### src/hw/rtl/vector_angle_cosine_core_defines.svh
// Assertion macros shared by the vector angle cosine core RTL.
// Used by files that check their own logic; no other dependencies.
`ifndef VECTOR_ANGLE_COSINE_CORE_DEFINES_SVH
`define VECTOR_ANGLE_COSINE_CORE_DEFINES_SVH
`ifndef SYNTHESIS
// Checks a property on every clock edge outside reset.
`define VAC_ASSERT(label, prop) \
    label: assert property (@(posedge aclk) disable iff (!aresetn) (prop)) \
        else $error("vector angle cosine check failed");
// Checks that a condition is followed by another in the next cycle.
`define VAC_ASSERT_NEXT(label, cond, nxt) \
    label: assert property (@(posedge aclk) disable iff (!aresetn) (cond) |=> (nxt)) \
        else $error("vector angle cosine sequence check failed");
`else
`define VAC_ASSERT(label, prop)
`define VAC_ASSERT_NEXT(label, cond, nxt)
`endif
`endif

### src/hw/rtl/vac_pkg.sv
// Package of the vector angle cosine core: widths and stage payload types.
// Used by every module of the core; depends on nothing.
`default_nettype none
package vac_pkg;
    localparam int COORD_BITS = 16;
    localparam int FRAC_BITS  = 14;
    localparam int N_COORD    = 12;
    localparam int IN_W       = ((N_COORD * COORD_BITS + 7) / 8) * 8;
    localparam int DIFF_W     = COORD_BITS + 1;
    localparam int SQ_W       = 2 * DIFF_W;
    localparam int LEN_W      = SQ_W + 2;
    localparam int HALF_W     = LEN_W / 2;
    localparam int RAD_W      = 2 * LEN_W;
    localparam int ROOT_W     = LEN_W;
    localparam int REM_W      = ROOT_W + 2;
    localparam int DR_W       = ROOT_W + 1;
    localparam int Q_W        = FRAC_BITS + 1;
    localparam int COS_W      = FRAC_BITS + 2;
    localparam int OUT_W      = ((COS_W + 7) / 8) * 8;
    localparam int COS_ONE    = 1 << FRAC_BITS;

    // Item travelling down the square root chain.
    typedef struct packed {
        logic              valid;
        logic              null_err;
        logic              neg;
        logic [LEN_W-1:0]  mag;
        logic [RAD_W-1:0]  rad;
        logic [REM_W-1:0]  rem;
        logic [ROOT_W-1:0] root;
    } sqrt_stage_t;

    // Item travelling down the divider chain.
    typedef struct packed {
        logic              valid;
        logic              null_err;
        logic              neg;
        logic [ROOT_W-1:0] den;
        logic [DR_W-1:0]   rmd;
        logic [Q_W-1:0]    quo;
    } div_stage_t;
endpackage
`default_nettype wire

### src/hw/rtl/vac_sqrt_cell.sv
// One cell of the square root chain: settles one root bit per item.
// Depends on vac_pkg.
`default_nettype none
module vac_sqrt_cell (
    input  wire logic           aclk,
    input  wire logic           aresetn,
    input  wire logic           en,
    input  vac_pkg::sqrt_stage_t in_stage,
    output vac_pkg::sqrt_stage_t out_stage
);
    import vac_pkg::*;

    sqrt_stage_t stg_reg, stg_next;
    logic [REM_W-1:0] rem_sh, trial;

    // Bring down two radicand bits and try the next root bit.
    always_comb begin
        rem_sh   = {in_stage.rem[REM_W-3:0], in_stage.rad[RAD_W-1 -: 2]};
        trial    = {in_stage.root, 2'b01};
        stg_next = in_stage;
        stg_next.rad = {in_stage.rad[RAD_W-3:0], 2'b00};
        if (rem_sh >= trial) begin
            stg_next.rem  = rem_sh - trial;
            stg_next.root = {in_stage.root[ROOT_W-2:0], 1'b1};
        end else begin
            stg_next.rem  = rem_sh;
            stg_next.root = {in_stage.root[ROOT_W-2:0], 1'b0};
        end
    end

    // Stage register; only the valid bit is reset.
    always_ff @(posedge aclk) begin
        if (!aresetn) begin
            stg_reg.valid <= 1'b0;
        end else if (en) begin
            stg_reg.valid <= stg_next.valid;
        end
        if (en) begin
            stg_reg.null_err <= stg_next.null_err;
            stg_reg.neg      <= stg_next.neg;
            stg_reg.mag      <= stg_next.mag;
            stg_reg.rad      <= stg_next.rad;
            stg_reg.rem      <= stg_next.rem;
            stg_reg.root     <= stg_next.root;
        end
    end

    assign out_stage = stg_reg;
endmodule
`default_nettype wire

### config.mk
export PLATFORM = sky130hd
export DESIGN_NAME = vac_sqrt_cell
export DESIGN_NICKNAME = d
export VERILOG_FILES = /design/src/hw/rtl/vector_angle_cosine_core_defines.svh /design/src/hw/rtl/vac_pkg.sv /design/src/hw/rtl/vac_sqrt_cell.sv
export SDC_FILE = /design/constraint.sdc
export NUM_CORES = 1
export LEC_CHECK = 0
export BUFFER_PORTS_ARGS = -buffer_cell sky130_fd_sc_hd__buf_2
export CORE_AREA = 4 4 141 143
export CTS_BUF_LIST = sky130_fd_sc_hd__clkbuf_16
export DETAILED_ROUTE_END_ITERATION = 6
export DIE_AREA = 0 0 145 147
export GPL_TIMING_DRIVEN = 1
export PLACE_DENSITY_LB_ADDON = 0.25
export SKIP_CTS_REPAIR_TIMING = 1
export SLEW_MARGIN = 25
export SYNTH_ARGS = -nofsm -noshare
export SYNTH_HDL_FRONTEND = slang
export SYNTH_SLANG_ARGS = --single-unit
### constraint.sdc
create_clock -name aclk -period 3.8 [get_ports aclk]
set_clock_uncertainty 0.05 [all_clocks]
set_input_delay 0.95 -clock aclk [delete_from_list [all_inputs] [get_ports aclk]]
set_output_delay 0.95 -clock aclk [all_outputs]
set_load 0.02 [all_outputs]
==> impl_metrics.toml <==
[critical_path]
path_class = "input port to register"
startpoint = "in_stage[10]"
crit_top_cell = "o21ai_0"
reg2reg_slack_ns = 3.16
crit_fanout = 4
r2r.worst_path.cells = 2
required_ns = 3.93
endpoint_kind = "register"
cp_slowest_cell = "o21bai_1"
timing.rr.start = "out_stage[184]$_SDFFE_PN0P_"
cp_cell_sequence = "buf_2, inv_1, ha_1, a21oi_1, o21ai_0, o21bai_1, a211oi_1, nor3_1, a31oi_1, o41ai_2, xor2_1, o21ai_0"
crit_arrival_ns = 3.40
rr_endpoint = "out_stage[184]$_SDFFE_PN0P_"
start_kind = "input port"
critPathMaxStageDelay_ns = 0.34

[power]
vdd_drop_max_v = 0.000301
p_leak_uw = 0.00510
p_per_area_nw_per_um2 = 480

[detailed_routing]
vias = 6392
dr.first_iter.drc_count = 334
via_per_inst = 5.04
drc = 0
drtPass1Iterations = 7
wl_mm = 24.2
wire_per_inst_um = 19.0
antenna_left = 0

[sta]
grt_setup_unrepaired = "false"
max_freq_mhz = 305
setup_viol = 0
slew_violations = 0
hold_violations = 0
hold_slack_ns = 0.476
worst_slack_ns = 0.524
fin_crit_sh_pct = 86.2
layout_min_cycle_time_ns = 3.28
fin_tns_setup_ns = 0

[yosys]
avgSynthCellArea_um2 = 13.2
synthTopCellsByArea = "edfxtp_1, ha_1, o21ai_0"
syn_area_um2 = 8320
async_reset_ff_share_pct = 0
ys_top_cells_by_count = "edfxtp_1, nand2_1, inv_1, o21ai_0, ha_1"
synth_edf_count = 182
synth.top_cell.area_share_pct = 65.7
synth_top_cell_by_area = "edfxtp_1"
synth_cells = 628
yosysMostFrequentCell = "edfxtp_1"
ys_seq_area_share_pct = 65.9
synthFlopType = "edfxtp_1"
yosys_warnings = 0
synth-seq-cells = 183
yosysUniqueCellTypes = 60

[placement]
preCtsSetupSlack_ns = 0.0753
gp_congestion = 0.854
hpwl_mm = 19.2
port_buffers = 368

[cells_and_area]
final_core_util_pct = 60.4
layout.nets = 1247
drive_above_1_share_pct = 44.0
area_delta_synth_final_pct = 34.8
largest_reg_flops = 183

[clock_tree]
clk_latency_ns = 0.43
clk_path_buf_depth = 2
cts_root_buffer = "clkbuf_16"
cts_buffers = 17
htreeDepth = 4
cts_tree = "done"
cts_sinks = 183
path_clk_slew_ns = 0.08

[run]
maxCapViolations = 0

[global_routing]
grt_util_met1_pct = 25.5
grt_overflow = 0
antenna_found_initial = 3
top_usage_layer = "met2"
use_met2_pct = 39.9
grt_use_met3_pct = 7.71
grt_start_max_net_pins = 58
grt_pass1_vias = 6431
grt_pass1_wl_mm = 36.8
globalRouteTotalUtil_pct = 22.3

[floorplan]
fp.dieH_um = 147
start_util_pct = 44.8
dieArea_um2 = 21300
die_w_um = 145
num_rows = 50
core-area_um2 = 18600
io_pins = 373

[hold_path]
hold_class = "register to register"
hp-start = "out_stage[184]$_SDFFE_PN0P_"
min_to = "out_stage[184]$_SDFFE_PN0P_"
whs_path_depth = 2

[outcome]
outcome = "finished, final reports clean"
critical path, delay by kind of cell:
family | cells | cell delay (ns)
AND/OR/NAND/NOR | 1 | 0.34
buffers and inverters | 2 | 0.13
AO/OA/AOI/OAI | 7 | 1.46
XOR/XNOR | 1 | 0.18
adder cells (fa/ha/maj) | 1 | 0.33
power breakdown:
part | switching [uW] | leakage [uW] | internal, uW
sequential | 40.3 | 0.00179 | 2440
combinational | 718 | 0.00302 | 422
clock | 877 | 0.000297 | 895
cells by family (layout without fill, tap and decap cells):
group / count (synthesis) / count (layout) / synth area share [%]
flip-flops: 183 / 183 / 65.9
AO/OA/AOI/OAI: 160 / 160 / 12.9
AND/OR/NAND/NOR: 129 / 129 / 7.40
buffers and inverters: 82 / 487 / 4.23
adder cells (fa/ha/maj): 38 / 38 / 5.71
XOR/XNOR: 33 / 33 / 3.47
multiplexers: 2 / 2 / 0.301
other: 1 / 3 / 0.0451
cells in the final DEF (no fill, tap or decap), types with 8 or more instances in the layout:
cell type,count
buf_2,367
clkbuf_16,17
edfxtp_1,182
a21oi_1,37
xor2_1,17
nand4_1,14
inv_1,50
o21bai_1,8
a21o_1,23
nor2_1,19
nand2_1,58
nand3_1,10
o21ai_0,46
buf_4,35
ha_1,38
xnor2_1,16
worst max-delay path by stage:
stage                                         end  slack, ns
after floorplan           out_stage[47]$_DFFE_PP_       0.46
after global placement    out_stage[72]$_DFFE_PP_       0.09
after detailed placement  out_stage[73]$_DFFE_PP_       0.08
after CTS                 out_stage[73]$_DFFE_PP_       0.53
after global routing      out_stage[73]$_DFFE_PP_       0.27
final                     out_stage[73]$_DFFE_PP_       0.52
metrics by stage:
stage	instance area [um^2]	std cells	power [uW]
final	11200	1269	5390
after global routing	11200	1268	5630
after CTS	11200	1268	5440
after detailed placement	10600	1236	3660
after global placement	10600	1236	3650
after floorplan	8320	629	3190
layout make-up:
type                    instances  area, um^2
multi-input cells             364        2490
clock inverters                15         179
diodes                          1        2.50
fillers                      1603        7370
inverters                      50         188
well taps                     234         293
repair buffers                405        2150
clock buffers                  17         425
flip-flops and latches        183        5490
metal layers:
layer | vias to the layer above | part of all wire, %
li1 | 3106 | -
met1 | 2994 | 38
met2 | 259 | 52
met3 | 27 | 8.2
met4 | 6 | 2.0
met5 | - | 0.17
Note: power is estimated with default switching activity, not from simulation.
