`config.mk`:
```
export PLATFORM = sky130hd
export DESIGN_NAME = vac_div_cell
export DESIGN_NICKNAME = d
export VERILOG_FILES = /design/src/hw/rtl/vector_angle_cosine_core_defines.svh /design/src/hw/rtl/vac_pkg.sv /design/src/hw/rtl/vac_div_cell.sv
export SDC_FILE = /design/constraint.sdc
export NUM_CORES = 1
export LEC_CHECK = 0
export BUFFER_PORTS_ARGS = -buffer_cell sky130_fd_sc_hd__buf_4
export CAP_MARGIN = 0
export CORE_UTILIZATION = 55
export CTS_CLUSTER_SIZE = 24
export DETAILED_ROUTE_END_ITERATION = 6
export PLACE_DENSITY = 0.87
export SYNTH_ARGS = -nofsm -noshare
export SYNTH_HDL_FRONTEND = slang
export SYNTH_SLANG_ARGS = --single-unit
```
`constraint.sdc`:
```
create_clock -name aclk -period 5.4 [get_ports aclk]
set_input_delay 0.54 -clock aclk [delete_from_list [all_inputs] [get_ports aclk]]
set_output_delay 0.54 -clock aclk [all_outputs]
set_load 0.005 [all_outputs]
```
`src/hw/rtl/vector_angle_cosine_core_defines.svh`:
```
// Assertion macros shared by the vector angle cosine core RTL.
// Used by files that check their own logic; no other dependencies.
`ifndef VECTOR_ANGLE_COSINE_CORE_DEFINES_SVH
`define VECTOR_ANGLE_COSINE_CORE_DEFINES_SVH
`ifndef SYNTHESIS
// Checks a property on every clock edge outside reset.
`define VAC_ASSERT(label, prop) \
    label: assert property (@(posedge aclk) disable iff (!aresetn) (prop)) \
        else $error("vector angle cosine check failed");
// Checks that a condition is followed by another in the next cycle.
`define VAC_ASSERT_NEXT(label, cond, nxt) \
    label: assert property (@(posedge aclk) disable iff (!aresetn) (cond) |=> (nxt)) \
        else $error("vector angle cosine sequence check failed");
`else
`define VAC_ASSERT(label, prop)
`define VAC_ASSERT_NEXT(label, cond, nxt)
`endif
`endif

```
`src/hw/rtl/vac_pkg.sv`:
```
// Package of the vector angle cosine core: widths and stage payload types.
// Used by every module of the core; depends on nothing.
`default_nettype none
package vac_pkg;
    localparam int COORD_BITS = 16;
    localparam int FRAC_BITS  = 14;
    localparam int N_COORD    = 12;
    localparam int IN_W       = ((N_COORD * COORD_BITS + 7) / 8) * 8;
    localparam int DIFF_W     = COORD_BITS + 1;
    localparam int SQ_W       = 2 * DIFF_W;
    localparam int LEN_W      = SQ_W + 2;
    localparam int HALF_W     = LEN_W / 2;
    localparam int RAD_W      = 2 * LEN_W;
    localparam int ROOT_W     = LEN_W;
    localparam int REM_W      = ROOT_W + 2;
    localparam int DR_W       = ROOT_W + 1;
    localparam int Q_W        = FRAC_BITS + 1;
    localparam int COS_W      = FRAC_BITS + 2;
    localparam int OUT_W      = ((COS_W + 7) / 8) * 8;
    localparam int COS_ONE    = 1 << FRAC_BITS;

    // Item travelling down the square root chain.
    typedef struct packed {
        logic              valid;
        logic              null_err;
        logic              neg;
        logic [LEN_W-1:0]  mag;
        logic [RAD_W-1:0]  rad;
        logic [REM_W-1:0]  rem;
        logic [ROOT_W-1:0] root;
    } sqrt_stage_t;

    // Item travelling down the divider chain.
    typedef struct packed {
        logic              valid;
        logic              null_err;
        logic              neg;
        logic [ROOT_W-1:0] den;
        logic [DR_W-1:0]   rmd;
        logic [Q_W-1:0]    quo;
    } div_stage_t;
endpackage
`default_nettype wire

```
`src/hw/rtl/vac_div_cell.sv`:
```
// One cell of the restoring divider chain: settles one quotient bit.
// Depends on vac_pkg.
`default_nettype none
module vac_div_cell (
    input  wire logic          aclk,
    input  wire logic          aresetn,
    input  wire logic          en,
    input  vac_pkg::div_stage_t in_stage,
    output vac_pkg::div_stage_t out_stage
);
    import vac_pkg::*;

    div_stage_t stg_reg, stg_next;
    logic [DR_W-1:0] rest;
    logic bit_q;

    // Compare and subtract, then shift the remainder for the next bit.
    always_comb begin
        bit_q = (in_stage.rmd >= {1'b0, in_stage.den});
        rest  = bit_q ? (in_stage.rmd - {1'b0, in_stage.den}) : in_stage.rmd;
        stg_next     = in_stage;
        stg_next.rmd = {rest[DR_W-2:0], 1'b0};
        stg_next.quo = {in_stage.quo[Q_W-2:0], bit_q};
    end

    // Stage register; only the valid bit is reset.
    always_ff @(posedge aclk) begin
        if (!aresetn) begin
            stg_reg.valid <= 1'b0;
        end else if (en) begin
            stg_reg.valid <= stg_next.valid;
        end
        if (en) begin
            stg_reg.null_err <= stg_next.null_err;
            stg_reg.neg      <= stg_next.neg;
            stg_reg.den      <= stg_next.den;
            stg_reg.rmd      <= stg_next.rmd;
            stg_reg.quo      <= stg_next.quo;
        end
    end

    assign out_stage = stg_reg;
endmodule
`default_nettype wire

```
==> metrics.md <==
| Metric | Value |
|---|---|
| Status | finished clean |
| Max Freq | 284 MHz |
| Asr flop ratio synth | 0% |
| Final Hold Fails | 0 |
| Mean routed wirelength per cell | 16.1 um |
| Synth unique cells | 62 |
| Placer Congestion | ~0.9 |
| GRT Overall Usage | 25.7% |
| DR vias/cell | 5.55 |
| Clock slew at reported path FFs | 90 ps |
| Vias in the first global route | 4385 |
| Die area | between 10000 and 15000 sq um |
| Xor/xnor cell area share of the yosys netlist | 4.78% |
| Peak supply drop | around 0.00017 V |
| # DRC | 0 |
| # Max-Cap Violations | 0 |
| Area delta synth->final | 30.2% |
| Cells after DPL | 776 |
| Top cell types by occurrence after synthesis | 89 x edfxtp_1, 51 x a21oi_1, 47 x inv_1 |
| Share of layout cells above drive strength 1 | 33.5% |
| Post-CTS setup buffers | 0 |
| CTS tree | built |
| Worst reg2reg path startpoint | out_stage[90] |
| Pint | roughly 1.3 mW |
| CP max FO | 65 |
| First-pass GRT wire length | 20400 um |
| Post-Route M1 WL | 5200 um |
| Crit path launch | in_stage[46] |
| EDFF count, synth | 89 |
| DR top layer | met4 |
| Row Count | 35 |
| Total CTS buffers | 9 |
| Via count | ~4400 |
| Post-DP Area | about 6700 sq um |
| Yosys top cell area share | 50.3% |
| Fin. max-slew vios | 0 |
| Layout filler cell count | 677 |
| Final Cycle Share | 65.2% |
| Die H | around 100 um |
| Clock latency at the later pin of the worst-skew pair | 350 ps |
| P_leak | 3.13 nW |
| Sw Ratio | 28.8% |
| Seq/Total Area, Yosys | 50.7% |
| Worst rel slew slack | 52.4% |
| GRT overflow | 0 |
| Crit Path Category | input pin to flip-flop |
| Synthesized instance count | 480 |
| Post-cts resize count | 0 |
| Synth Area in Compound Gates | 18.9% |
| Largest family of logic cells by synthesized area | compound AO/OA/AOI/OAI gates |
| Switching power | 526 uW |
| CP required | 5510 ps |
| Final WL | 12700 um |
| Longest Clk Path Bufs | 2 |
| PwrDens | approximately 260 nW/um^2 |
| I/O Pins | 185 |
| Layout Cells excl Fill | 792 |
| Period minus WS final | around 3500 ps |
| Sink Count | 90 |
| Number of port buffers | 182 |
| Average size of a mapped cell | around 11 sq um |
| Hold Crit Start | in_stage[11] |
| Ranking of synthesized cells by area | edfxtp_1 50%, ha_1 8.5%, a21oi_1 4.8%, inv_1 3.3%, a21o_1 3.1% |
| WL met2 | about 6300 um |
| Initial antenna violation count | 0 |
| Core footprint | 9280 sq um |
| Synthesized area | 5310 sq um |
| DIE WIDTH | around 100 um |
| Ant diodes | 0 |
| Post-route design area | just under 7000 sq um |
| Drt pass-1 iters | 4 |
| Post-synthesis mux area share | 2.07% |
| #FFs+latches synth | 90 |
| Multi-input logic area | 2340 sq um |
| Tightest Pin Transition | 714 ps |
| Synth area leader | edfxtp_1 |
| Ys flop type | edfxtp_1 |
| # nets final | 789 |
| Pwr Total | 1.83 mW |
| Dpl hpwl | about 9900 um |
| Gate power share | slightly below 30% |
| Final setup fails | 0 |
| CTS H-Tree Depth | 3 |
| Hold buffer count at CTS | 0 |
| HP Class | input pin to flip-flop |
| Reg area | 2690 sq um |
| Largest net degree at the start of global routing | 66 |
| Adder-Cell Fraction of Synth Area | 8.85% |
| WL met3 | about 1000 um |
| Clock Skew | 0 ps |
| Final ANT Viol Nets | 0 |
| Worst EP arrival | 3630 ps |
| Count leader, synth | edfxtp_1 |
| Clock share of power | between 20% and 30% |
| Ys Warns | 0 |
| CP startpoint kind | input pin |
| Synth Area in Simple Gates | roughly a tenth |
| Syn nets | 611 |
| Sequential share of power | between 40 and 50% |
| First DRT Iteration DRCs | 187 |
| RSZ-0062 raised after global routing | false |
| Hold WS | 355 ps |
| Max reg flops | 90 |
| Initial core utilization | 57.2% |
| Setup TNS | 0 ps |
| Worst setup EP type | flip-flop |
| Root buffer cell | clkbuf_8 |
==> power groups by stage <==
| stage | Sequential (mW) | Combinational (mW) | Clock (mW) |
|---|---|---|---|
| after floorplan | 0.910 | 0.276 | 0 |
| after detailed placement | 0.902 | 0.528 | 0 |
| after global placement | 0.900 | 0.512 | 0 |
| after global routing | 0.893 | 0.583 | 0.444 |
| after CTS | 0.887 | 0.531 | 0.420 |
| final | 0.886 | 0.532 | 0.409 |
==> per-stage QoR <==
step / utilization (%) / worst slack (ps)
after floorplan: - / 2490
after global placement: 72.7 / 1520
after detailed placement: 72.7 / 1500
after CTS: 74.5 / 1870
after global routing: 74.5 / 1660
final: 74.5 / 1880
==> critical path, cell delays in order <==
cell and delay, ps:
buf_4 120, ha_1 460, nand3_1 170, nor3_1 370
nand3_1 140, nor4_1 570, a2111oi_4 140, o41ai_4 90
buf_4 600, mux2_2 400
==> cell usage in the layout (no fill, tap or decap), drive strengths merged, types with 2 or more instances in the layout <==
cell and instances:
buf 184, edfxtp 89, a21oi 53, inv 48, nor2 44, ha 36, a21o 22, o21ai 21
nand2 20, xnor2 17, nand3 12, xor2 12, clkbuf 10, nand4 8, mux2 8, o21bai 5
and2 4, a211oi 4, o211ai 4, o31ai 4, a31oi 4, nor4 3, o21a 3, nor2b 3
a2111oi 3, clkinv 3, nand2b 2, o211a 2, nor3 2, a31o 2, a21boi 2, o22ai 2
o22a 2, mux2i 2, and3 2, clkinvlp 2
==> routing by layer <==
layer / up-vias / track usage [%]
met5: - / 0
met4: 0 / 8.14
met3: 21 / 5.71
met2: 178 / 45.7
met1: 2071 / 30.9
li1: 2122 / -
==> cell type report <==
class                   instances  area share (%)
inverters                      47            2.55
clock buffers                  10            1.84
multi-input cells             326            33.8
repair buffers                184            20.0
clock inverters                 6           0.615
flip-flops and latches         90            38.9
well taps                     129            2.33
==> final timing paths <==
kind              endpoint  depth (start not counted)  slack [ps]
min          out_stage[12]                          1         350
min reg2reg  out_stage[90]                          2         530
max          out_stage[41]                         10        1880
max reg2reg  out_stage[90]                          2        4810
==> logic make-up after synthesis <==
family                     count (synthesis)
AOI/OAI and AO/OA                        143
and+or+nand+nor                          106
DFF                                       90
buffers and inverters                     64
adders and majority gates                 37
xor gates and xnor gates                  29
muxes                                     10
other                                      1
Note: power is estimated with default switching activity, not from simulation.
